[config.mk]
export PLATFORM = sky130hd
export DESIGN_NAME = ssid_cell
export DESIGN_NICKNAME = d
export VERILOG_FILES = /design/src/sv/sorted_set_insert_delete_core_defines.svh /design/src/sv/ssid_pkg.sv /design/src/sv/ssid_cell.sv
export SDC_FILE = /design/constraint.sdc
export NUM_CORES = 1
export LEC_CHECK = 0
export ABC_AREA = 1
export BUFFER_PORTS_ARGS = -buffer_cell sky130_fd_sc_hd__clkbuf_2
export CORE_MARGIN = 2
export CORE_UTILIZATION = 40
export CTS_CLUSTER_DIAMETER = 150
export DETAILED_ROUTE_END_ITERATION = 12
export PLACE_DENSITY = 0.77
export SLEW_MARGIN = 10
export SYNTH_ARGS = -nofsm -noshare
export SYNTH_HDL_FRONTEND = slang
export SYNTH_SLANG_ARGS = --single-unit
[constraint.sdc]
create_clock -name i_clk -period 3.7 [get_ports i_clk]
set_input_delay 0.555 -clock i_clk [delete_from_list [all_inputs] [get_ports i_clk]]
set_output_delay 0.555 -clock i_clk [all_outputs]
set_load 0.02 [all_outputs]
[src/sv/sorted_set_insert_delete_core_defines.svh]
// Assertion macros shared by the sorted set core RTL.
// Each macro expects i_clk and i_rst_n in scope of the module that uses it.
`ifndef SORTED_SET_INSERT_DELETE_CORE_DEFINES_SVH
`define SORTED_SET_INSERT_DELETE_CORE_DEFINES_SVH

// Same-cycle implication, checked only out of reset.
`define SSID_ASSERT_NOW(lbl, ante, cons) \
    lbl: assert property (@(posedge i_clk) disable iff (!i_rst_n) (ante) |-> (cons)) \
        else $error("ssid check failed");

// Next-cycle implication, checked only out of reset.
`define SSID_ASSERT_NEXT(lbl, ante, cons) \
    lbl: assert property (@(posedge i_clk) disable iff (!i_rst_n) (ante) |=> (cons)) \
        else $error("ssid check failed");

`endif

[src/sv/ssid_pkg.sv]
// Shared types and constants of the sorted set core.
// No dependencies; used by ssid_cell and sorted_set_insert_delete_core.
`timescale 1ns / 1ps
`default_nettype none

package ssid_pkg;

    localparam int CAPACITY = 64;
    localparam int CNT_W    = $clog2(CAPACITY + 1);
    localparam int VAL_W    = 32;
    localparam int STAT_W   = 3;
    localparam int OCNT_W   = 7;
    localparam int OUT_W    = 16;

    typedef logic signed [VAL_W-1:0] t_value;

    localparam logic CMD_INSERT = 1'b0;
    localparam logic CMD_DELETE = 1'b1;

    typedef enum logic [STAT_W-1:0] {
        ST_INSERTED  = 3'd0,
        ST_DUPLICATE = 3'd1,
        ST_DELETED   = 3'd2,
        ST_NOTFOUND  = 3'd3,
        ST_FULL      = 3'd4
    } t_status;

    typedef enum logic {
        S_IDLE = 1'b0,
        S_UPD  = 1'b1
    } t_state;

    // Broadcast to every cell during the update cycle.
    typedef struct packed {
        logic   ins;
        logic   del;
        t_value key;
    } t_cell_ctl;

endpackage

`default_nettype wire

[src/sv/ssid_cell.sv]
// One slot of the sorted register chain: holds a value and its compare flags.
// Depends on ssid_pkg; instantiated in a row by sorted_set_insert_delete_core.
`timescale 1ns / 1ps
`default_nettype none

module ssid_cell (
    input  wire logic                i_clk,
    input  wire logic                i_rst_n,
    input  wire logic                i_cmp_en,
    input  wire ssid_pkg::t_value    i_cmp_key,
    input  wire logic                i_occ,
    input  wire ssid_pkg::t_cell_ctl i_ctl,
    input  wire logic                i_left_lt,
    input  wire ssid_pkg::t_value    i_left_val,
    input  wire ssid_pkg::t_value    i_right_val,
    output ssid_pkg::t_value         o_val,
    output logic                     o_lt,
    output logic                     o_eq
);

    ssid_pkg::t_value r_val;
    ssid_pkg::t_value n_val;
    logic             r_lt;
    logic             r_eq;

    // Cells below the key keep their value; the first cell not below it is
    // the insert or delete point, and everything above moves one way or the other.
    always_comb begin
        n_val = r_val;
        if (i_ctl.ins && !r_lt) begin
            n_val = i_left_lt ? i_ctl.key : i_left_val;
        end else if (i_ctl.del && !r_lt) begin
            n_val = i_right_val;
        end
    end

    always_ff @(posedge i_clk) begin
        r_val <= n_val;
    end

    always_ff @(posedge i_clk) begin
        if (!i_rst_n) begin
            r_lt <= 1'b0;
            r_eq <= 1'b0;
        end else if (i_cmp_en) begin
            r_lt <= i_occ && (r_val < i_cmp_key);
            r_eq <= i_occ && (r_val == i_cmp_key);
        end
    end

    assign o_val = r_val;
    assign o_lt  = r_lt;
    assign o_eq  = r_eq;

endmodule

`default_nettype wire

Yosys cells after proc, flatten, opt, wreduce, memory -nomap -nowiden

Cells that the tools add are included.

Flip-flop bits (word level): 34
Output and inout bits: 34
Word-level logic and storage cells: 14

Order comparisons: 1
Equal/unequal tests: 1
Muxes and demuxes: 3
Reduce and logical (&&, ||, !) cells: 6

Operators with widths:

| kind                        | count |
|---|---|
| 2-to-1 mux 32 bit           | 3 |
| == test 32 bit              | 1 |
| less-than comparator 32 bit | 1 |
| logical AND 1 bit           | 4 |
| nonzero test 2 bit          | 1 |
| zero test 1 bit             | 1 |

Depth between registers and ports, before layout

Word-level depth: 4
Depth in mapped cells: 16
Mapped depth without buffers: 16

Worst setup path after synthesis

No wires, ideal clock.

Kind: input to register
Start point: in i_ctl[33] (netlist bit)
End point: reg r_val[0] (netlist: o_val[0]) (enable)
Arrival: 1953 ps
Slack: 1325 ps
Stages: 2
Cell sequence: nor2_1 > nor2_1

Word-level cells in the longest chain between the ends: 2

RTL lines:

| element                             | line            | RTL |
|---|---|---|
| from (decl)                         | ssid_cell.sv:12 | `input wire ssid_pkg::t_cell_ctl i_ctl,` |
| logical AND 1 bit                   | ssid_cell.sv:30 | `if (i_ctl.ins && !r_lt) begin` |
| nonzero test 2 bit (no source line) | --              |  |
| to (signal assigned)                | ssid_cell.sv:38 | `r_val <= n_val;` |
| to (decl)                           | ssid_cell.sv:21 | `ssid_pkg::t_value r_val;` |

No other way between the ends.
A chain may end at the register's enable or synchronous reset.

Worst setup path after layout

Start point: reg r_lt (netlist: o_lt)
End point: reg r_val[8] (netlist: o_val[8]) (data pin)

Word-level cells in the longest chain between the ends: 3

RTL lines:

| element                | line            | RTL |
|---|---|---|
| from (decl)            | ssid_cell.sv:23 | `logic r_lt;` |
| from (signal assigned) | ssid_cell.sv:46 | `r_lt <= i_occ && (r_val < i_cmp_key);` |
| zero test 1 bit        | ssid_cell.sv:30 |  |
| logical AND 1 bit      | ssid_cell.sv:30 |  |
| 2-to-1 mux 32 bit      | ssid_cell.sv:30 |  |
| net n_val[8]           | ssid_cell.sv:22 | `ssid_pkg::t_value n_val;` |

The timed path passes the listed nets, and every way through them passes these cells.

==> metrics.md <==
| Metric | Value |
|---|---|
| Total power draw | `1274 uW` |
| Largest cells by area after synthesis | `edfxtp_1 37%, ha_1 16%, nand2_1 14%, a31oi_1 7.8%, inv_1 6.0%` |
| Remaining antenna violation count | `0` |
| Largest net degree at the start of global routing | `35` |
| Critical path cell sequence | `nor2_4 -> buf_4 -> a31oi_1` |
| Mapped Area | `2574 um^2` |
| Rows | `29` |
| Initial antenna violation count | `0` |
| Crit path max-delay cell type | `nor2_4` |
| Yosys reg bits | `34` |
| Clock Latency Late Sink | `0.28 ns` |
| Startpoint class of the critical path | `flop` |
| I/O pin count | `169` |
| Worst-path clk slew | `0.07 ns` |
| Tmin final | `1.806 ns` |
| Final worst path period share | `48.80%` |
| Worst Hold Class | `reg -> reg` |
| YS warnings | `0` |
| H-Tree Depth | `2` |
| Post-Synthesis Cells | `329` |
| Crit-path leading delay family | `simple AND/OR/NAND/NOR gates` |
| Via count of the routed design | `2772` |
| Worst EP arrival | `1.81 ns` |
| I/O Buffers | `168` |
| Power Dens Cells | `355.5 nW/um^2` |
| # DRC | `0` |
| CP max stage delay | `0.54 ns` |
| Setup Viol. Count Final | `0` |
| Max_slew headroom | `37.22%` |
| Root buf cell | `clkbuf_8` |
| CTS Hold Buffers Added | `0` |
| First-pass DRT Iterations | `5` |
| Pins over their slew limit | `0` |
| R2r endpoint | `o_val[8]$_DFFE_PP_` |
| Global-route wire length before repair | `11.34 mm` |
| Syn Area/Cell | `7.823 um^2` |
| Post-synth net total | `496` |
| Final core occ | `57.11%` |
| Post-cts gate resize count | `0` |
| Maximum clock frequency | `0.5538 GHz` |
| DR vias/cell | `4.863` |
| Diode count | `0` |
| Endpoint type of the worst setup path | `flop` |
| CTS tree | `yes` |
| Commonest cells in the netlist | `97 x nand2_1, 41 x inv_1, 40 x nor2_1` |
| R2R cell count | `3` |
| Peak supply drop | `0.0001926 V` |
| Placed cell count | `562` |
| Hold Vio Cnt, Final | `0` |
| Critical Path Stages | `3` |
| Core area | `6277 um^2` |
| Critical path buffers and inverters | `1` |
| CP max FO | `34` |
| RSZ-0062 raised after global routing | `false` |
| Post-CTS setup buffer count | `0` |
| Post-route setup slack | `1.894 ns` |
| Worst setup path startpoint | `o_lt$_SDFFE_PN0P_` |
| Layout cells sized above 1 | `38.54%` |
| MaxCap Viol Count | `0` |
| Fin cells | `570` |
| Worst Skew | `0.004265 ns` |
| Initial Util | `41.00%` |
| Die area | `7092 um^2` |
| Per-cell routed wire length | `12.34 um` |
| TritonCTS Sinks | `34` |
| Seq/Total Area, Yosys | `38.89%` |
| Nets | `659` |
| Least-Margin Pin Slew | `0.9394 ns` |
| Worst Path Required | `3.71 ns` |
| Die width | `84.22 um` |
| Critical path class | `reg -> reg` |
| Most used DFF post-synth | `edfxtp_1` |
| All-Layer GR Usage | `19.54%` |
| Dpl ws | `1.604 ns` |
| Placed wire-length estimate | `5.720 mm` |
| Ys async rst share | `0%` |
| Global route overflow | `0` |
| Reg2reg setup slack | `1.89 ns` |
| Routed wire length | `7.032 mm` |
| CTS Buf Count | `5` |
| Cell variety after synth | `24` |
| Top cell type's share of synthesized area | `37.34%` |
| CTS Buffer Depth | `2` |
| Crit path to | `o_val[8]$_DFFE_PP_` |
| Vias in the first global route | `2628` |
| Status | `completed` |
| Area leader, netlist | `edfxtp_1` |
| Top-count cell post-synth | `nand2_1` |
| DRT iter0 DRCs | `187` |
| Reg-to-Reg Start | `o_lt$_SDFFE_PN0P_` |
| Die height | `84.22 um` |
| Routability cong. | `0.8090` |
| Synthesis-to-layout area growth | `39.28%` |
| Post-synth EDFFs | `32` |
| Setup TNS | `0 ns` |
| Leakage Power | `0.001984 uW` |
==> cell usage in the layout, fill, tap and decap left out, drive strengths merged <==
| cell type | count |
|---|---|
| edfxtp | 32 |
| nand3 | 4 |
| a21oi | 16 |
| buf | 1 |
| bufinv | 1 |
| nor4 | 1 |
| nand2 | 101 |
| a31oi | 32 |
| o21a | 2 |
| nand4 | 3 |
| nor3 | 2 |
| clkbuf | 175 |
| dfxtp | 2 |
| ha | 32 |
| inv | 44 |
| a21o | 1 |
| nor2 | 42 |
| o21ai | 2 |
==> worst register-to-register path: stages, from the launching register on <==
cell	delay [ns]
dfxtp_1	0.39
nor2_4	0.55
buf_4	0.44
a31oi_1	0.16
==> kinds of logic after synthesis <==
family | Yosys count | synth area share [%]
and+or+nand+nor | 153 | 24.74
buffers and inverters | 57 | 8.459
AOI/OAI and AO/OA | 53 | 12.35
DFF | 34 | 38.89
adders and majority gates | 32 | 15.56
==> stage by stage <==
| step | instance area (um^2) | hold slack (ns) |
|---|---|---|
| 2_1_floorplan | 2574 | 0.5382 |
| 3_3_place_gp | 3478 | 0.4570 |
| 3_5_place_dp | 3478 | 0.4718 |
| 4_1_cts | 3585 | 0.4822 |
| 5_1_grt | 3585 | 0.5092 |
| 6_report | 3585 | 0.4795 |
==> power breakdown <==
group | internal, uW | switching [uW] | leakage (uW) | total (uW)
Combinational | 174 | 250 | 0.00160 | 424
Sequential | 485 | 30.2 | 0.000335 | 515
Clock | 202 | 134 | 0.0000524 | 335
Total | 861 | 414 | 0.00198 | 1270
==> worst min-delay path by stage <==
stage | from | to | slack, ns | cells past startpoint
after CTS | o_eq$_SDFFE_PN0P_ | o_eq$_SDFFE_PN0P_ | 0.48 | 2
after global placement | o_eq$_SDFFE_PN0P_ | o_eq$_SDFFE_PN0P_ | 0.46 | 2
after floorplan | o_eq$_SDFFE_PN0P_ | o_eq$_SDFFE_PN0P_ | 0.54 | 2
after global routing | o_eq$_SDFFE_PN0P_ | o_eq$_SDFFE_PN0P_ | 0.51 | 2
final | o_eq$_SDFFE_PN0P_ | o_eq$_SDFFE_PN0P_ | 0.48 | 2
after detailed placement | o_eq$_SDFFE_PN0P_ | o_eq$_SDFFE_PN0P_ | 0.47 | 2
==> sequential cells by signal, summed over array words and instances (netlist names) <==
name   count
o_eq       1
o_lt       1
o_val     32
==> area by class of cell <==
class                      instances  area [um^2]
timing repair buffer             169        848.3
multi-input combinational        238         1368
clock buffer                       7        76.32
fill                             602         2693
clock inverter                     1        30.03
tap                               77        96.34
sequential                        34         1001
inverter                          44        165.2
==> routing by layer <==
layer  GRT usage, %  wire (um)
met5              0          0
met4          5.718        108
met3          3.343        413
met2          35.93       3684
met1          23.27       2825
No activity file was read; power rests on OpenSTA's default activity.
